### config.mk
export PLATFORM = sky130hd
export DESIGN_NAME = led_cfp_out_buf
export DESIGN_NICKNAME = d
export VERILOG_FILES = /design/src/sv/led_cfp_pkg.sv /design/src/sv/led_cfp_out_buf.sv
export SDC_FILE = /design/constraint.sdc
export NUM_CORES = 1
export LEC_CHECK = 0
export ABC_AREA = 0
export ABC_CLOCK_PERIOD_IN_PS = 3800
export BUFFER_PORTS_ARGS = -buffer_cell sky130_fd_sc_hd__buf_2
export CAP_MARGIN = 20
export CORE_UTILIZATION = 35
export DETAILED_ROUTE_END_ITERATION = 8
export PLACE_DENSITY_LB_ADDON = 0.2
export SLEW_MARGIN = 20
export SYNTH_ARGS = -nofsm -noshare
export SYNTH_HDL_FRONTEND = slang
export SYNTH_SLANG_ARGS = --single-unit
### constraint.sdc
create_clock -name clk -period 3.8 [get_ports clk]
set_input_delay 0.57 -clock clk [delete_from_list [all_inputs] [get_ports clk]]
set_output_delay 0.57 -clock clk [all_outputs]
set_load 0.02 [all_outputs]
### src/sv/led_cfp_pkg.sv
// Package for the LED command frame parser: parse positions, field kinds,
// status codes, state and result types, payload and code lookup functions.
// No dependencies.
`default_nettype none

package led_cfp_pkg;

    localparam int unsigned POS_W     = 5;
    localparam int unsigned BIF_W     = 2;
    localparam int unsigned PART_W    = 24;
    localparam int unsigned KIND_W    = 4;
    localparam int unsigned VALUE_W   = 32;
    localparam int unsigned STATUS_W  = 3;
    localparam int unsigned CFG_IDX_W = 2;
    localparam int unsigned CFG_W     = 32;

    // Register indexes of the configuration port
    localparam logic [CFG_IDX_W-1:0] REG_HEAD_BYTES    = 2'd0;
    localparam logic [CFG_IDX_W-1:0] REG_TAIL_BYTES    = 2'd1;
    localparam logic [CFG_IDX_W-1:0] REG_COMMAND_CODES = 2'd2;
    localparam logic [CFG_IDX_W-1:0] REG_MODE_CODES    = 2'd3;

    // Parse positions
    localparam logic [POS_W-1:0] POS_HEAD1     = 5'd0;
    localparam logic [POS_W-1:0] POS_HEAD2     = 5'd1;
    localparam logic [POS_W-1:0] POS_SIZE      = 5'd2;
    localparam logic [POS_W-1:0] POS_CMD       = 5'd3;
    localparam logic [POS_W-1:0] POS_POWER     = 5'd4;
    localparam logic [POS_W-1:0] POS_MODE      = 5'd5;
    localparam logic [POS_W-1:0] POS_ADDR      = 5'd6;
    localparam logic [POS_W-1:0] POS_PAY_FIRST = 5'd7;
    localparam logic [POS_W-1:0] POS_PAY_LAST  = 5'd20;
    localparam logic [POS_W-1:0] POS_TAIL1     = 5'd21;
    localparam logic [POS_W-1:0] POS_TAIL2     = 5'd22;

    // Field kinds
    localparam logic [KIND_W-1:0] KIND_SIZE     = 4'd0;
    localparam logic [KIND_W-1:0] KIND_CMD      = 4'd1;
    localparam logic [KIND_W-1:0] KIND_POWER    = 4'd2;
    localparam logic [KIND_W-1:0] KIND_MODE     = 4'd3;
    localparam logic [KIND_W-1:0] KIND_COLOR    = 4'd4;
    localparam logic [KIND_W-1:0] KIND_DURATION = 4'd5;
    localparam logic [KIND_W-1:0] KIND_INTERVAL = 4'd6;
    localparam logic [KIND_W-1:0] KIND_EASE     = 4'd7;
    localparam logic [KIND_W-1:0] KIND_LEN      = 4'd8;
    localparam logic [KIND_W-1:0] KIND_GAP      = 4'd9;
    localparam logic [KIND_W-1:0] KIND_FADE     = 4'd10;
    localparam logic [KIND_W-1:0] KIND_HEAD     = 4'd11;
    localparam logic [KIND_W-1:0] KIND_TAIL     = 4'd12;
    localparam logic [KIND_W-1:0] KIND_DIR      = 4'd13;
    localparam logic [KIND_W-1:0] KIND_SPEED    = 4'd14;
    localparam logic [KIND_W-1:0] KIND_ADDRESS  = 4'd15;

    // Frame status codes
    localparam logic [STATUS_W-1:0] ST_OK       = 3'd0;
    localparam logic [STATUS_W-1:0] ST_BAD_HEAD = 3'd1;
    localparam logic [STATUS_W-1:0] ST_BAD_CMD  = 3'd2;
    localparam logic [STATUS_W-1:0] ST_BAD_MODE = 3'd3;
    localparam logic [STATUS_W-1:0] ST_BAD_TAIL = 3'd4;
    localparam logic [STATUS_W-1:0] ST_TRUNC    = 3'd5;

    // Code slots inside a 32-bit code register, most significant first
    localparam logic [1:0] SLOT_WRITE = 2'd0;
    localparam logic [1:0] SLOT_MATCH = 2'd3;

    typedef struct packed {
        logic [POS_W-1:0]  pos;
        logic [BIF_W-1:0]  bif;
        logic [PART_W-1:0] partial;
        logic              closed;
    } parse_state_t;

    typedef struct packed {
        logic [KIND_W-1:0]   field_kind;
        logic [VALUE_W-1:0]  field_value;
        logic                is_status;
        logic [STATUS_W-1:0] status;
    } result_t;

    typedef struct packed {
        logic [KIND_W-1:0] kind;
        logic              two_byte;
        logic [POS_W-1:0]  next;
    } pay_entry_t;

    typedef struct packed {
        logic       found;
        logic [1:0] idx;
    } code_hit_t;

    // Payload steps: one entry per position from POS_PAY_FIRST to POS_PAY_LAST
    function automatic pay_entry_t pay_lookup(input logic [POS_W-1:0] pos);
        pay_entry_t e;
        case (pos)
            5'd7:    e = '{KIND_COLOR,    1'b1, POS_TAIL1};
            5'd8:    e = '{KIND_COLOR,    1'b1, 5'd9};
            5'd9:    e = '{KIND_DURATION, 1'b1, 5'd10};
            5'd10:   e = '{KIND_INTERVAL, 1'b1, 5'd11};
            5'd11:   e = '{KIND_EASE,     1'b0, POS_TAIL1};
            5'd12:   e = '{KIND_COLOR,    1'b1, 5'd13};
            5'd13:   e = '{KIND_LEN,      1'b0, 5'd14};
            5'd14:   e = '{KIND_GAP,      1'b0, 5'd15};
            5'd15:   e = '{KIND_FADE,     1'b0, 5'd16};
            5'd16:   e = '{KIND_HEAD,     1'b0, 5'd17};
            5'd17:   e = '{KIND_TAIL,     1'b0, 5'd18};
            5'd18:   e = '{KIND_DIR,      1'b0, 5'd19};
            5'd19:   e = '{KIND_SPEED,    1'b1, POS_TAIL1};
            5'd20:   e = '{KIND_SPEED,    1'b1, POS_TAIL1};
            default: e = '{KIND_SIZE,     1'b0, POS_TAIL1};
        endcase
        return e;
    endfunction

    // First payload position of each mode: normal, breathing, lightbeam, rainbow
    function automatic logic [POS_W-1:0] mode_start(input logic [1:0] k);
        logic [POS_W-1:0] p;
        case (k)
            2'd0:    p = 5'd7;
            2'd1:    p = 5'd8;
            2'd2:    p = 5'd12;
            default: p = 5'd20;
        endcase
        return p;
    endfunction

    // Match a byte against four codes; the most significant slot wins on duplicates
    function automatic code_hit_t find_code(input logic [31:0] codes,
                                            input logic [7:0]  b);
        code_hit_t h;
        h = '{1'b0, 2'd0};
        for (int k = 3; k >= 0; k--) begin
            if (codes[8*(3-k) +: 8] == b) begin
                h.found = 1'b1;
                h.idx   = 2'(k);
            end
        end
        return h;
    endfunction

endpackage

`default_nettype wire

### src/sv/led_cfp_out_buf.sv
// Two-entry result buffer: a registered output slot and a skid slot behind it.
// Depends on led_cfp_pkg.
`default_nettype none

module led_cfp_out_buf
    import led_cfp_pkg::*;
(
    input  logic    clk,
    input  logic    rst_n,
    input  logic    push,
    input  result_t push_data,
    output logic    has_room,
    output logic    out_valid,
    input  logic    out_ready,
    output result_t out_data
);

    logic [1:0] count_reg;
    logic [1:0] count_next;
    result_t    slot0_reg;
    result_t    slot0_next;
    result_t    slot1_reg;
    result_t    slot1_next;
    logic       pop;

    assign out_valid = (count_reg != 2'd0);
    assign out_data  = slot0_reg;
    assign has_room  = (count_reg != 2'd2);
    assign pop       = out_valid && out_ready;

    always_comb
    begin
        slot0_next = slot0_reg;
        slot1_next = slot1_reg;
        count_next = count_reg + 2'(push) - 2'(pop);
        case (count_reg)
            2'd0:
            begin
                if (push)
                    slot0_next = push_data;
            end
            2'd1:
            begin
                if (push && pop)
                    slot0_next = push_data;
                else if (push)
                    slot1_next = push_data;
            end
            default:
            begin
                if (pop)
                    slot0_next = slot1_reg;
            end
        endcase
    end

    always_ff @(posedge clk or negedge rst_n)
    begin
        if (!rst_n)
            count_reg <= 2'd0;
        else
            count_reg <= count_next;
    end

    always_ff @(posedge clk)
    begin
        slot0_reg <= slot0_next;
        slot1_reg <= slot1_next;
    end

endmodule

`default_nettype wire

# --- Yosys cells after proc, flatten, opt, wreduce, memory -nomap -nowiden ---
# Index checks and enable logic that the tools add are counted.
totals:
  ff_bits: 82
  input_bits: 44
  out_inout_bits: 42
  elab_cells: 27
op_classes:
  n_addsub: 2
  eq_ne: 4
  n_mux: 4
  n_bitwise: 1
  reduce_logical: 7
op_table:
  columns: ["operator", "count"]
  rows:
  - ["$mux 40", 3]
  - ["$pmux 40 s2", 1]
  - ["$ne 2x2->1 const B", 3]
  - ["$reduce_and 3->1", 2]
  - ["$reduce_bool 3->1", 1]
  - ["$add 2x1->2", 1]
  - ["$eq 2x1->1 const B", 1]
  - ["$logic_and 1x1->1", 2]
  - ["$logic_not 2->1", 1]
  - ["$reduce_bool 2->1", 1]
  - ["$sub 2x1->2", 1]
  - ["$not 1->1", 1]

# --- Longest topological paths before layout ---
logic_depth:
  depth_word: 5
  ltp_mapped: 6
  mapped_depth_nobuf: 5

# --- Worst setup path before layout ---
# OpenSTA, ideal clock, no wires.
synth_timing:
  path_kind: "flip-flop to flip-flop"
  start: "register count_reg[1]"
  end: "register slot0_reg, in the netlist out_data[0], enable pin"
  t_arrival_ns: 2.857
  setup_slack_ns: 0.493
  stages_incl_launch_ff: 4
  path_cell_list: "dfrtp_1 > buf_6 > or2_1 > a21oi_1"
synth_between:
  elab_chain_cells: 5
synth_rtl:
  columns: ["item", "line", "rtl"]
  rows:
  - ["start, declared", "led_cfp_out_buf.sv:18", "logic [1:0] count_reg;"]
  - ["start signal, assigned", "led_cfp_out_buf.sv:62", "count_reg <= count_next;"]
  - ["$reduce_bool 2->1 *", "led_cfp_out_buf.sv:26", "assign out_valid = (count_reg != 2'd0);"]
  - ["named net out_valid", "led_cfp_out_buf.sv:13", "output logic out_valid,"]
  - ["$logic_and 1x1->1 *", "led_cfp_out_buf.sv:29", "assign pop = out_valid && out_ready;"]
  - ["$logic_and 1x1->1", "led_cfp_out_buf.sv:44", "if (push && pop)"]
  - ["$ne 2x2->1 (no source line)", null, null]
  - ["$reduce_and 3->1 (no source line) *", null, null]
  - ["end signal, assigned", "led_cfp_out_buf.sv:67", "slot0_reg <= slot0_next;"]
  - ["end, declared", "led_cfp_out_buf.sv:20", "result_t slot0_reg;"]
# The timed path passes the listed nets; every way through them passes the cells marked *.
# A chain may end at the register's enable or synchronous reset.

# --- Final worst setup path ---
layout_timing:
  start: "register count_reg[1]"
  end: "output has_room"
layout_between:
  elab_chain_cells: 1
layout_rtl:
  columns: ["item", "line", "rtl"]
  rows:
  - ["$ne 2x2->1", "led_cfp_out_buf.sv:28", "assign has_room = (count_reg != 2'd2);"]
  - ["end, declared", "led_cfp_out_buf.sv:12", "output logic has_room,"]
# No other way between the ends.

==> results.md <==
* Initial Util at 36.6%
* Peak supply drop at 0.000393 V
* Core Area at 8810 µm²
* Final setup vio count at 0
* Die Height at 97.9 µm
* Total track usage at 12.2%
* Pre-antenna DRT Iters at 6
* Synthesized flop and latch total at 82
* Cells after DPL at 330
* Vias at 1544
* CTS buffer count at 9
* # Max-Cap Violations at 0
* Fin Hold WS at 424 ps
* Net count, final at 279
* Non-Filler Instances at 345
* Area Growth Syn to Fin at 23.1%
* Worst rel slew slack at 37.8%
* Pleak at 1.58 nW
* DP Wirelength at 3.56 mm
* Die area at 9590 µm²
* Pin count of the biggest net entering global routing at 28
* # diodes at 0
* Min Tclk post-route at 2490 ps
* Antenna violations before repair at 0
* Final Max Slew Viols at 0
* CTS clk-pin slew, worst paths at 70 ps
* WP data arrival at 1920 ps
* Die W at 97.9 µm
* Crit. End Element: primary output
* First-pass GRT wire length at 8.63 mm
* RSZ-0062 raised after global routing: no
* Clk buf depth at 2
* Post-synthesis sequential area ratio at 76.2%
* Synth area leader: edfxtp_1
* Worst hold-check path type: input port to register
* Failing checks: DRC
* Total number of yosys warnings at 0
* Post-Syn Area per Cell at 23.3 µm²
* Fmax achieved at 401 MHz
* Clock sinks at 82
* Hold Vio Cnt, Final at 0
* Final non-filler cell area at 3960 µm²
* Netlist cell types at 16
* Critical path fanouts, max at 26
* Critical Path RT at 3230 ps
* Commonest non-fill, non-tap cells in the layout: buf_2 (85), edfxtp_1 (80), mux2_4 (36)
* DR WL/cell at 15.5 µm
* Clock Skews at 5.29 ps
* Initial DRC Count at 43
* Post-DP Area at 3730 µm²
* Row cnt at 34
* IO Port Bufs at 85
* CP Launch Type: register
* Mapped Nets at 183
* Gp weighted congestion at 0.696
* Commonest non-fill, non-tap cell in the layout: buf_2
* Skew-Pair Late Insertion Delay at 330 ps
* CTS resizes at 0
* Slew @ Worst Pin at 930 ps
* Setup TNS Final at 0 ps
* TritonCTS clock tree: done
* Period utilization at 65.6%
* Synth area leaders: edfxtp_1 (75%), mux2_4 (17%), buf_12 (2.5%), dfrtp_1 (1.6%), mux2_2 (1.4%)
* DRC Markers at 6
* Status: finished with violations
* Top-Level Pins at 86
* Cells after Synth at 138
* Via density at 4.48
* H-tree levels at 3
* GR Overflow Total at 0
* Antenna violation net count after detailed routing at 0
* Number of global-route vias before repair at 1640
* Top cell type's share of synthesized area at 74.6%
* Routed Wire Length at 5.33 mm
* Worst Setup Path Type: register to primary output
* Root buffer cell: clkbuf_8
* Share of cells above drive strength 1 at 61.2%
* Cell Pwr Density at 743 nW/µm²
* Synthesized cell area at 3220 µm²
power by group:
group	leakage (nW)	internal (mW)	switching (mW)
registers	0.776	1.28	0.0976
logic	0.697	0.379	0.480
clock network	0.109	0.430	0.282
cell type report:
type                       instances  area, µm²
multi-input combinational         49        679
clock inverter                     3       90.1
tap                              108        135
inverter                           2       7.51
sequential                        82       2450
timing repair buffer              90        465
fill                             761       4840
clock buffer                      11        131
worst paths after layout:
| path | cells after the start | slack, ps | startpoint | end |
|---|---|---|---|---|
| setup / recovery | 3 | 1310 | count_reg[1] | has_room |
| hold / removal | 1 | 420 | push_data[39] | slot1_reg[39] |
| setup reg to reg | 3 | 1390 | count_reg[1] | out_data[9] |
| hold reg to reg | 1 | 550 | slot1_reg[0] | out_data[0] |
| max in group asynchronous | 2 | 3140 | rst_n | count_reg[1] |
| min in group asynchronous | 2 | 540 | rst_n | count_reg[0] |
Yosys cell counts (all sizes together):
| cell | number |
|---|---|
| dfrtp | 2 |
| or2 | 1 |
| edfxtp | 80 |
| mux2i | 1 |
| o21ai | 1 |
| nor4b | 1 |
| a21oi | 1 |
| buf | 5 |
| nand2 | 1 |
| ha | 1 |
| nor2 | 1 |
| mux2 | 40 |
| inv | 2 |
| xnor2 | 1 |
per-layer routing:
layer	share of wire, %	wire length [µm]	up-vias	track usage (%)
met5	0	0	-	0
met4	2.2	115	0	7.34
met3	5.0	268	9	3.01
met2	46	2460	50	17.8
met1	47	2490	755	16.4
li1	-	-	730	-
what timing repair did:
action | 4_1_cts | 5_1_grt
buffers inserted | 0 | 0
hold buffers | 1 | 0
hold endpoints to repair | 2 | 0
endpoints found under the setup margin | 0 | 0
worst max-delay path: stages (launching register included):
cell and delay [ps]:
dfrtp_2 730, buf_4 530, nand2_1 120, buf_2 190
per-stage QoR:
stage / util, % / power [mW] / setup WS, ps
after global routing: 45.0 / 3.09 / 1150
after detailed placement: 42.4 / 2.27 / 1350
final: 45.0 / 2.95 / 1310
after floorplan: - / 2.09 / 493
after global placement: 42.4 / 2.26 / 1380
after CTS: 45.0 / 2.99 / 1240
kinds of logic (layout without fill, tap and decap cells):
logic type                 count (synthesis)  after routing  synth area share [%]
AOI/OAI and AO/OA                          2              2                 0.427
xor gates and xnor gates                   1              1                 0.272
adders and majority gates                  1              1                 0.389
buffers and inverters                      7            106                  3.07
DFF                                       82             82                  76.2
muxes                                     41             41                  18.5
and+or+nand+nor                            4              4                  1.17
(Power assumes the default switching activity.)
