--- src/sv/led_cfp_pkg.sv ---
// Package for the LED command frame parser: parse positions, field kinds,
// status codes, state and result types, payload and code lookup functions.
// No dependencies.
`default_nettype none

package led_cfp_pkg;

    localparam int unsigned POS_W     = 5;
    localparam int unsigned BIF_W     = 2;
    localparam int unsigned PART_W    = 24;
    localparam int unsigned KIND_W    = 4;
    localparam int unsigned VALUE_W   = 32;
    localparam int unsigned STATUS_W  = 3;
    localparam int unsigned CFG_IDX_W = 2;
    localparam int unsigned CFG_W     = 32;

    // Register indexes of the configuration port
    localparam logic [CFG_IDX_W-1:0] REG_HEAD_BYTES    = 2'd0;
    localparam logic [CFG_IDX_W-1:0] REG_TAIL_BYTES    = 2'd1;
    localparam logic [CFG_IDX_W-1:0] REG_COMMAND_CODES = 2'd2;
    localparam logic [CFG_IDX_W-1:0] REG_MODE_CODES    = 2'd3;

    // Parse positions
    localparam logic [POS_W-1:0] POS_HEAD1     = 5'd0;
    localparam logic [POS_W-1:0] POS_HEAD2     = 5'd1;
    localparam logic [POS_W-1:0] POS_SIZE      = 5'd2;
    localparam logic [POS_W-1:0] POS_CMD       = 5'd3;
    localparam logic [POS_W-1:0] POS_POWER     = 5'd4;
    localparam logic [POS_W-1:0] POS_MODE      = 5'd5;
    localparam logic [POS_W-1:0] POS_ADDR      = 5'd6;
    localparam logic [POS_W-1:0] POS_PAY_FIRST = 5'd7;
    localparam logic [POS_W-1:0] POS_PAY_LAST  = 5'd20;
    localparam logic [POS_W-1:0] POS_TAIL1     = 5'd21;
    localparam logic [POS_W-1:0] POS_TAIL2     = 5'd22;

    // Field kinds
    localparam logic [KIND_W-1:0] KIND_SIZE     = 4'd0;
    localparam logic [KIND_W-1:0] KIND_CMD      = 4'd1;
    localparam logic [KIND_W-1:0] KIND_POWER    = 4'd2;
    localparam logic [KIND_W-1:0] KIND_MODE     = 4'd3;
    localparam logic [KIND_W-1:0] KIND_COLOR    = 4'd4;
    localparam logic [KIND_W-1:0] KIND_DURATION = 4'd5;
    localparam logic [KIND_W-1:0] KIND_INTERVAL = 4'd6;
    localparam logic [KIND_W-1:0] KIND_EASE     = 4'd7;
    localparam logic [KIND_W-1:0] KIND_LEN      = 4'd8;
    localparam logic [KIND_W-1:0] KIND_GAP      = 4'd9;
    localparam logic [KIND_W-1:0] KIND_FADE     = 4'd10;
    localparam logic [KIND_W-1:0] KIND_HEAD     = 4'd11;
    localparam logic [KIND_W-1:0] KIND_TAIL     = 4'd12;
    localparam logic [KIND_W-1:0] KIND_DIR      = 4'd13;
    localparam logic [KIND_W-1:0] KIND_SPEED    = 4'd14;
    localparam logic [KIND_W-1:0] KIND_ADDRESS  = 4'd15;

    // Frame status codes
    localparam logic [STATUS_W-1:0] ST_OK       = 3'd0;
    localparam logic [STATUS_W-1:0] ST_BAD_HEAD = 3'd1;
    localparam logic [STATUS_W-1:0] ST_BAD_CMD  = 3'd2;
    localparam logic [STATUS_W-1:0] ST_BAD_MODE = 3'd3;
    localparam logic [STATUS_W-1:0] ST_BAD_TAIL = 3'd4;
    localparam logic [STATUS_W-1:0] ST_TRUNC    = 3'd5;

    // Code slots inside a 32-bit code register, most significant first
    localparam logic [1:0] SLOT_WRITE = 2'd0;
    localparam logic [1:0] SLOT_MATCH = 2'd3;

    typedef struct packed {
        logic [POS_W-1:0]  pos;
        logic [BIF_W-1:0]  bif;
        logic [PART_W-1:0] partial;
        logic              closed;
    } parse_state_t;

    typedef struct packed {
        logic [KIND_W-1:0]   field_kind;
        logic [VALUE_W-1:0]  field_value;
        logic                is_status;
        logic [STATUS_W-1:0] status;
    } result_t;

    typedef struct packed {
        logic [KIND_W-1:0] kind;
        logic              two_byte;
        logic [POS_W-1:0]  next;
    } pay_entry_t;

    typedef struct packed {
        logic       found;
        logic [1:0] idx;
    } code_hit_t;

    // Payload steps: one entry per position from POS_PAY_FIRST to POS_PAY_LAST
    function automatic pay_entry_t pay_lookup(input logic [POS_W-1:0] pos);
        pay_entry_t e;
        case (pos)
            5'd7:    e = '{KIND_COLOR,    1'b1, POS_TAIL1};
            5'd8:    e = '{KIND_COLOR,    1'b1, 5'd9};
            5'd9:    e = '{KIND_DURATION, 1'b1, 5'd10};
            5'd10:   e = '{KIND_INTERVAL, 1'b1, 5'd11};
            5'd11:   e = '{KIND_EASE,     1'b0, POS_TAIL1};
            5'd12:   e = '{KIND_COLOR,    1'b1, 5'd13};
            5'd13:   e = '{KIND_LEN,      1'b0, 5'd14};
            5'd14:   e = '{KIND_GAP,      1'b0, 5'd15};
            5'd15:   e = '{KIND_FADE,     1'b0, 5'd16};
            5'd16:   e = '{KIND_HEAD,     1'b0, 5'd17};
            5'd17:   e = '{KIND_TAIL,     1'b0, 5'd18};
            5'd18:   e = '{KIND_DIR,      1'b0, 5'd19};
            5'd19:   e = '{KIND_SPEED,    1'b1, POS_TAIL1};
            5'd20:   e = '{KIND_SPEED,    1'b1, POS_TAIL1};
            default: e = '{KIND_SIZE,     1'b0, POS_TAIL1};
        endcase
        return e;
    endfunction

    // First payload position of each mode: normal, breathing, lightbeam, rainbow
    function automatic logic [POS_W-1:0] mode_start(input logic [1:0] k);
        logic [POS_W-1:0] p;
        case (k)
            2'd0:    p = 5'd7;
            2'd1:    p = 5'd8;
            2'd2:    p = 5'd12;
            default: p = 5'd20;
        endcase
        return p;
    endfunction

    // Match a byte against four codes; the most significant slot wins on duplicates
    function automatic code_hit_t find_code(input logic [31:0] codes,
                                            input logic [7:0]  b);
        code_hit_t h;
        h = '{1'b0, 2'd0};
        for (int k = 3; k >= 0; k--) begin
            if (codes[8*(3-k) +: 8] == b) begin
                h.found = 1'b1;
                h.idx   = 2'(k);
            end
        end
        return h;
    endfunction

endpackage

`default_nettype wire

--- src/sv/led_cfp_step.sv ---
// One parse step: next parse state and optional result for one received byte.
// Depends on led_cfp_pkg.
`default_nettype none

module led_cfp_step
    import led_cfp_pkg::*;
(
    input  parse_state_t cur_state,
    input  logic [7:0]   data_byte,
    input  logic         first_byte,
    input  logic         last_byte,
    input  logic [15:0]  head_bytes,
    input  logic [15:0]  tail_bytes,
    input  logic [31:0]  command_codes,
    input  logic [31:0]  mode_codes,
    output parse_state_t nxt_state,
    output logic         res_valid,
    output result_t      res
);

    parse_state_t st;
    logic         skip;
    code_hit_t    cmd_hit;
    code_hit_t    mode_hit;
    pay_entry_t   pay;
    logic [VALUE_W-1:0] assembled;

    assign cmd_hit   = find_code(command_codes, data_byte);
    assign mode_hit  = find_code(mode_codes, data_byte);
    assign pay       = pay_lookup(cur_state.pos);
    assign assembled = {cur_state.partial, data_byte};

    always_comb
    begin
        st        = cur_state;
        skip      = 1'b0;
        res_valid = 1'b0;
        res       = '0;

        if (first_byte)
        begin
            st.pos     = POS_HEAD1;
            st.bif     = '0;
            st.partial = '0;
            st.closed  = 1'b0;
        end
        else if (cur_state.closed)
        begin
            skip = 1'b1;
        end

        if (!skip)
        begin
            case (st.pos)
                POS_HEAD1:
                begin
                    if (data_byte == head_bytes[15:8])
                        st.pos = POS_HEAD2;
                    else
                    begin
                        res_valid = 1'b1;
                        res       = '{'0, '0, 1'b1, ST_BAD_HEAD};
                        st.closed = 1'b1;
                    end
                end
                POS_HEAD2:
                begin
                    if (data_byte == head_bytes[7:0])
                        st.pos = POS_SIZE;
                    else
                    begin
                        res_valid = 1'b1;
                        res       = '{'0, '0, 1'b1, ST_BAD_HEAD};
                        st.closed = 1'b1;
                    end
                end
                POS_SIZE:
                begin
                    res_valid = 1'b1;
                    res       = '{KIND_SIZE, VALUE_W'(data_byte), 1'b0, ST_OK};
                    st.pos    = POS_CMD;
                end
                POS_CMD:
                begin
                    res_valid = 1'b1;
                    if (!cmd_hit.found)
                    begin
                        res       = '{'0, '0, 1'b1, ST_BAD_CMD};
                        st.closed = 1'b1;
                    end
                    else
                    begin
                        res = '{KIND_CMD, VALUE_W'(data_byte), 1'b0, ST_OK};
                        if (cmd_hit.idx == SLOT_WRITE)
                            st.pos = POS_POWER;
                        else if (cmd_hit.idx == SLOT_MATCH)
                            st.pos = POS_ADDR;
                        else
                            st.pos = POS_TAIL1;
                    end
                end
                POS_POWER:
                begin
                    res_valid = 1'b1;
                    res       = '{KIND_POWER, VALUE_W'(data_byte), 1'b0, ST_OK};
                    st.pos    = POS_MODE;
                end
                POS_MODE:
                begin
                    res_valid = 1'b1;
                    if (!mode_hit.found)
                    begin
                        res       = '{'0, '0, 1'b1, ST_BAD_MODE};
                        st.closed = 1'b1;
                    end
                    else
                    begin
                        res    = '{KIND_MODE, VALUE_W'(data_byte), 1'b0, ST_OK};
                        st.pos = mode_start(mode_hit.idx);
                    end
                end
                POS_ADDR:
                begin
                    if (st.bif == 2'd3)
                    begin
                        res_valid  = 1'b1;
                        res        = '{KIND_ADDRESS, assembled, 1'b0, ST_OK};
                        st.bif     = '0;
                        st.partial = '0;
                        st.pos     = POS_TAIL1;
                    end
                    else
                    begin
                        st.partial = assembled[PART_W-1:0];
                        st.bif     = st.bif + 2'd1;
                    end
                end
                POS_TAIL1:
                begin
                    if (data_byte == tail_bytes[15:8])
                        st.pos = POS_TAIL2;
                    else
                    begin
                        res_valid = 1'b1;
                        res       = '{'0, '0, 1'b1, ST_BAD_TAIL};
                        st.closed = 1'b1;
                    end
                end
                POS_TAIL2:
                begin
                    res_valid = 1'b1;
                    st.closed = 1'b1;
                    if (data_byte == tail_bytes[7:0])
                        res = '{'0, '0, 1'b1, ST_OK};
                    else
                        res = '{'0, '0, 1'b1, ST_BAD_TAIL};
                end
                default:
                begin
                    if (st.pos >= POS_PAY_FIRST && st.pos <= POS_PAY_LAST)
                    begin
                        // a one-byte field completes at once, a two-byte one on its second byte
                        if (!pay.two_byte || st.bif != 2'd0)
                        begin
                            res_valid  = 1'b1;
                            res        = '{pay.kind, assembled, 1'b0, ST_OK};
                            st.bif     = '0;
                            st.partial = '0;
                            st.pos     = pay.next;
                        end
                        else
                        begin
                            st.partial = assembled[PART_W-1:0];
                            st.bif     = st.bif + 2'd1;
                        end
                    end
                    else
                    begin
                        // position out of the frame map: close without a report
                        st.closed = 1'b1;
                    end
                end
            endcase

            if (!st.closed && last_byte)
            begin
                res_valid = 1'b1;
                res       = '{'0, '0, 1'b1, ST_TRUNC};
                st.closed = 1'b1;
            end
        end
    end

    assign nxt_state = st;

endmodule

`default_nettype wire

--- config.mk ---
export PLATFORM = sky130hd
export DESIGN_NAME = led_cfp_step
export DESIGN_NICKNAME = d
export VERILOG_FILES = /design/src/sv/led_cfp_pkg.sv /design/src/sv/led_cfp_step.sv
export SDC_FILE = /design/constraint.sdc
export NUM_CORES = 1
export LEC_CHECK = 0
export BUFFER_PORTS_ARGS = -buffer_cell sky130_fd_sc_hd__buf_4
export CORE_MARGIN = 2
export CORE_UTILIZATION = 48
export DETAILED_ROUTE_END_ITERATION = 16
export PLACE_DENSITY = 0.95
export REMOVE_ABC_BUFFERS = 1
export SLEW_MARGIN = 20
export SYNTH_ARGS = -nofsm -noshare
export SYNTH_HDL_FRONTEND = slang
export SYNTH_SLANG_ARGS = --single-unit
--- constraint.sdc ---
create_clock -name vclk -period 6.8
set_clock_uncertainty 0.15 [all_clocks]
set_input_delay 0.34 -clock vclk [all_inputs]
set_output_delay 0.34 -clock vclk [all_outputs]
set_load 0.01 [all_outputs]
* Yosys cells after proc, flatten, opt, wreduce, memory -nomap -nowiden
Memories as Yosys holds them, arrays and structs flattened. Cells that the tools add are included.
Storage, ports and cells: bits in registers 0, memories 1, output and inout port bits 73, bits in read-only memories 320, word-level logic and storage cells 97, bits of input ports 138
Operators by class: equal/unequal tests 24, $lt $le $gt $ge 2, $add $sub $neg 1, muxes and demuxes 57, reduce and logical (&&, ||, !) cells 12
Memory list:
- (name not given) | depth 32, width 10, rd ports 1, clocked after memory_dff 0, wr ports 0, line led_cfp_pkg.sv:94 | case (pos)
Operators with widths (count):
- case mux 40 bit (9 select lines) | 1
- two-way mux 40 bit | 5
- == test 8 bit | 12
- two-way mux 32 bit | 2
- two-way mux 26 bit | 2
- case mux 26 bit (2 select lines) | 1
- two-way mux 5 bit | 9
- case mux 5 bit (9 select lines) | 1
- two-way mux 38 bit | 1
- two-way mux 37 bit | 1
- two-way mux 31 bit | 1
- two-way mux 3 bit | 9
- two-way mux 1 bit | 18
- == test 5 x 3 -> 1 bit (second input constant) | 3
- case mux 5 bit (3 select lines) | 1
- two-way mux 4 bit | 3
- == test 5 x 2 -> 1 bit (second input constant) | 2
- == test 5 bit (second input constant) | 2
- OR reduction 8 bit | 1
- case mux 1 bit (7 select lines) | 1
- == test 2 bit (second input constant) | 3
- == test 5 x 1 -> 1 bit (second input constant) | 1
- greater-or-equal comparator 5 x 3 -> 1 bit (second input constant) | 1
- less-or-equal comparator 5 bit (second input constant) | 1
- 11 further kinds | 14

* Depth between registers and ports, before layout
Gate-level depths: netlist of the first run.
word-level depth 12, depth in mapped cells 12, depth with buffers taken out 11

* Worst setup path after synthesis of the first run
Ideal clock, no wire load.
path type input to output, from input data_byte[6], to output nxt_state[28] in the netlist's numbering, path buffers 1, required time 6310 ps, cell stages on the path 12, data arrival time 2545 ps, slack 3765 ps, cells stage by stage buf_6 xor2_1 nor4_1 nand2_1 a21oi_1 nor2_1 nor2_1 inv_1 ha_1 and3_1 or4b_1 a221o_1
RTL lines:
- start, declared | line led_cfp_step.sv:9 | input logic [7:0] data_byte,
- end, declared | line led_cfp_step.sv:16 | output parse_state_t nxt_state,

==> results of run 1 <==
[per-stage QoR]
stage	cell area, um^2	utilization	worst slack, ps	power (mW)	hold slack, ps
floorplan	2870	-	3890	0.132	625
global placement	4570	0.719	3250	0.283	830
detailed placement	4570	0.719	3210	0.287	829
CTS	4570	0.719	3190	0.288	829
global route	4570	0.720	3040	0.314	843
finish	4570	0.720	3170	0.292	829
[final cells by class]
| type | instances | area share |
|---|---|---|
| inverters | 15 | 0.0123 |
| multi-input cells | 389 | 0.617 |
| well taps | 77 | 0.0211 |
| repair buffers | 213 | 0.350 |
[report_power, final]
group	internal (mW)	switching, mW
Combinational	0.144	0.148
Sequential	0	0
Clock	0	0
[how the worst min path moves through the flow]
stage,end,slack (ps)
2_1_floorplan,res[10],620
3_3_place_gp,res[28],830
3_5_place_dp,res[28],830
4_1_cts,res[28],830
5_1_grt,res[28],840
6_report,res[30],830
[synth_stat cells, drive strengths merged, types with 2 or more instances]
cell,n,area share
xor2,80,0.22
nor2,47,0.063
nand2,43,0.051
buf,29,0.080
and2,26,0.052
a22o,25,0.070
a21oi,20,0.032
nor4,18,0.046
xnor2,16,0.045
inv,15,0.018
ha,14,0.056
o21ai,12,0.019
nand4,7,0.014
o22ai,7,0.014
a31oi,6,0.014
nand3,6,0.0096
nor3,6,0.015
clkbuf,5,0.0060
and3,4,0.0084
a211o,3,0.011
a22oi,3,0.012
a41oi,3,0.014
nand2b,3,0.0060
nor2b,3,0.0060
a211oi,2,0.0048
a21boi,2,0.0060
a21o,2,0.0048
a221o,2,0.0064
a32oi,2,0.0056
mux2i,2,0.0064
nand4bb,2,0.012
o221ai,2,0.0056
o31ai,2,0.0048
[worst max-delay path, cell delays in order]
cell,delay (ps)
buf_4,200
xor2_1,190
nor4_1,300
nand2_1,220
a21oi_1,180
nor2_1,50
nor2_1,140
inv_1,60
ha_1,180
and3_1,150
or4b_1,550
a221o_1,410
buf_4,160
[cell families (layout without fill, tap and decap cells)]
| family | Yosys count | count (layout) | synth area share |
|---|---|---|---|
| AOI/OAI and AO/OA | 104 | 104 | 0.255 |
| xor gates and xnor gates | 96 | 96 | 0.268 |
| muxes | 3 | 3 | 0.00995 |
| buffers and inverters | 49 | 228 | 0.104 |
| adders and majority gates | 14 | 14 | 0.0557 |
| and+or+nand+nor | 172 | 172 | 0.307 |
[routing by layer]
layer,vias up,wire length (um),track usage
met5,-,0,0
met4,0,582,0.139
met3,49,866,0.0399
met2,240,6490,0.618
met1,1878,4700,0.383
li1,1913,-,-
==> flow_metrics.tcl, run 1 <==
set metrics [dict create \
    post-place-cells 694 \
    final.fill_count 517 \
    hp-start "cur_state[19]" \
    outcome "finished clean" \
    worst-slew-pin-transition_ps 878 \
    multi_input_area_mm2 0.00282 \
    num_antenna_cells 0 \
    drc 0 \
    seqCellArea_um2 0 \
    antenna_found_initial 0 \
    io_buffers 211 \
    cts_resized 0 \
    cts-hold-fix-buffers 0 \
    p_leak_nw 2.26 \
    gp_congestion 0.983 \
    rsz0062_at_grt "false" \
    cp.arrival_ps 3140 \
    wire_per_inst_um 18.2 \
    ioPinCount 211 \
    hp-class "in2out" \
    die_h_um 84.9 \
    rows 29 \
    ys_types 69 \
    drt_iter0_drc 342 \
    grt_max_degree 25 \
    slew_headroom 0.412 \
    routed_via_density 5.88 \
    start_util 0.495 \
    die_x_um 84.9 \
    tns_ps 0 \
    yosysWarnings 0 \
    coreArea_mm2 0.00635 \
    synth_seq_area_share 0 \
    endpoint_kind "primary output" \
    grt_pass1_wl_um 19900 \
    cp.required_ps 6310 \
    nets 771 \
    via_count 4080 \
    crit_start "data_byte[7]" \
    dieArea_mm2 0.00721 \
    grt.overflow.total 0 \
    syn_inst 438 \
    hold_viol 0 \
    area_growth_pct 45.5 \
    period_share 0.533 \
    grt_pass1_vias 4124 \
    final_cell_mix "213 x buf_4, 80 x xor2_1, 43 x nand2_1" \
    final_common_cell "buf_4" \
    cp-start-kind "input port" \
    hold_path_depth 3 \
    power.density_mw_per_mm2 63.8 \
    firstDrtPassIters 5 \
    dp_hpwl_um 10500 \
    slew_violations 0 \
    setup_viol 0 \
    cts_setup_buffers 0 \
    vdd_ir_drop_max_uv 64.5 \
    syn_area_mm2 0.00314 \
    min_period_ps 3630 \
    seq_cells 0 \
    synth_area_per_cell_um2 7.18 \
    wl_um 12600 \
    num-clock-buffers 0 \
    cp_max_fo 14 \
    maxCapViolCount 0 \
    crit_type "in2out" \
    ant_nets 0 \
    drive_above_1_share 0.391 \
    grt_use_total 0.333 \
    endpoint "nxt_state[28]" \
    finalNonFillerCells 694 \
    clock.fmax_mhz 276 \
]
(Power assumes the default switching activity.)
==> run 2: changes to the inputs <==
--- a/config.mk
+++ b/config.mk
@@ -5,11 +5,12 @@
 export SDC_FILE = /design/constraint.sdc
 export NUM_CORES = 1
 export LEC_CHECK = 0
+export ABC_AREA = 1
 export BUFFER_PORTS_ARGS = -buffer_cell sky130_fd_sc_hd__buf_4
 export CORE_MARGIN = 2
-export CORE_UTILIZATION = 48
+export CORE_UTILIZATION = 43
 export DETAILED_ROUTE_END_ITERATION = 16
-export PLACE_DENSITY = 0.95
+export PLACE_DENSITY = 0.88
 export REMOVE_ABC_BUFFERS = 1
 export SLEW_MARGIN = 20
 export SYNTH_ARGS = -nofsm -noshare
==> constraint.sdc (replaced) <==
create_clock -name vclk -period 3.2
set_clock_uncertainty 0.15 [all_clocks]
set_input_delay 0.16 -clock vclk [all_inputs]
set_output_delay 0.16 -clock vclk [all_outputs]
set_load 0.01 [all_outputs]
==> run 2 against run 1 <==
  * Via count increased by 36%
  * Worst setup slack got worse by 2700 ps
  * Critical endpoint is now res[28]
  * Count of clock-buffer cells in the layout unchanged
  * Wire length is 14% higher
  * Critical path type unchanged
  * Sequential share of layout area unchanged
  * Power rose to 2.8 times the previous value
  * Highest routed layer unchanged
  * Cell count increased by 58%
  * Synthesized cell count grew 84%
==> flow_metrics.tcl, run 2 <==
set metrics [dict create \
    outcome "finished clean" \
    num_antenna_cells 0 \
    start_util 0.441 \
    holdWs_ps 511 \
    clock.fmax_mhz 368 \
    firstDrtPassIters 6 \
    grt_pass1_vias 5030 \
    final_cell_mix "323 x nand2_1, 218 x buf_4, 143 x nor2_1" \
    final_cell_area_mm2 0.00537 \
    slew_violations 0 \
    grt_max_degree 50 \
    cts_resized 0 \
    yosysTopAreaCell "nand2_1" \
    via_count 5566 \
    crit_type "in2out" \
    dp_hpwl_um 11700 \
    grt_use_total 0.285 \
    final_common_cell "nand2_1" \
    cts_setup_buffers 0 \
    syn_area_mm2 0.00381 \
    power.density_mw_per_mm2 154 \
    seq_cells 0 \
    setup_viol 0 \
    rsz0062_at_grt "false" \
    worst-slew-pin-transition_ps 442 \
    dieArea_mm2 0.00962 \
    die_x_um 98.1 \
    synthTopCellsByCount "323 x nand2_1, 143 x nor2_1, 96 x inv_1, 32 x nand4_1, 27 x a31oi_1" \
    hold_viol 0 \
    yosysWarnings 0 \
    num-clock-buffers 0 \
    routed_via_density 5.07 \
    cp-start-kind "input port" \
    gp_congestion 0.982 \
    drive_above_1_share 0.254 \
    antenna_found_initial 0 \
    netlist.area_leader.share 0.319 \
    seqCellArea_um2 0 \
    endpoint "res[28]" \
    nets 1143 \
    cp.arrival_ps 2400 \
    io_buffers 211 \
    synth_area_per_cell_um2 4.72 \
    synth.area.top_cells "nand2_1 32%, nor2_1 14%, inv_1 9.5%, xnor2_1 5.8%, nand4_1 5.3%" \
    tns_ps 0 \
    min_period_ps 2710 \
    die_h_um 98.1 \
    cp.required_ps 2890 \
    coreArea_mm2 0.00864 \
    hp-class "in2out" \
    drc 0 \
    ys_types 35 \
    wl_um 14300 \
    drt_iter0_drc 345 \
    ioPinCount 211 \
    slew_headroom 0.705 \
    final.fill_count 895 \
    ant_nets 0 \
    cp_max_fo 26 \
    grt.overflow.total 0 \
    wire_per_inst_um 13.1 \
    rows 34 \
    grt_pass1_wl_um 23500 \
    cts-hold-fix-buffers 0 \
    yosysMostFrequentCell "nand2_1" \
    area_growth_pct 41.2 \
    vdd_ir_drop_max_uv 103 \
    period_share 0.848 \
    crit_start "data_byte[6]" \
    syn_inst 807 \
    placed_area_mm2 0.00537 \
    maxCapViolCount 0 \
    synth_seq_area_share 0 \
    p_leak_nw 3.23 \
    endpoint_kind "primary output" \
]
-- run 2: worst min-delay path by stage --
stage,startpoint,endpoint,slack (ps),cells past startpoint
floorplan,data_byte[7],res[11],270,2
global route,cur_state[19],res[30],530,4
global placement,cur_state[24],res[35],510,4
CTS,cur_state[19],res[30],510,4
detailed placement,cur_state[19],res[30],510,4
finish,cur_state[21],res[32],510,4
-- run 2: cell families after synthesis --
group / count (synthesis) / synth area share
AND/OR/NAND/NOR: 536 / 0.579
buffers and inverters: 147 / 0.163
AO/OA/AOI/OAI: 66 / 0.111
XOR/XNOR: 44 / 0.101
adder cells (fa/ha/maj): 14 / 0.0460
-- run 2: power by group --
part / switching (mW) / internal [mW]
registers: 0 / 0
clock network: 0 / 0
logic: 0.455 / 0.371
total: 0.455 / 0.371
-- run 2: final cells by class --
type                            instances  area, um^2  share of cell area
Multi-Input combinational cell        660        3190               0.593
Timing Repair Buffer                  218        1640               0.305
Inverter                              111         417              0.0775
Tap cell                              108         135              0.0251
-- run 2: critical path, stage by stage --
cell	delay, ps
buf_4	200
inv_1	170
nand2_1	90
nand2_1	50
nor2_1	120
nand2_1	90
nor2_1	190
nor2_1	90
nand3_1	110
nand2_1	90
nor2_1	210
nand4_4	260
nand2_4	320
nor2_1	90
buf_4	150
-- run 2: through the flow --
step	std cells	utilization	setup WS [ps]	total power, mW
finish	1097	0.622	486	0.826
detailed placement	1097	0.622	517	0.816
global placement	1097	0.622	600	0.810
global route	1097	0.622	194	0.915
CTS	1097	0.622	515	0.820
floorplan	771	-	503	0.415
-- run 2: layer usage --
| metal | track usage | vias to the layer above | routed length [um] |
|---|---|---|---|
| li1 | - | 2852 | - |
| met1 | 0.359 | 2430 | 5910 |
| met2 | 0.524 | 260 | 7020 |
| met3 | 0.0286 | 24 | 1130 |
| met4 | 0.0609 | 0 | 280 |
| met5 | 0 | - | 0 |
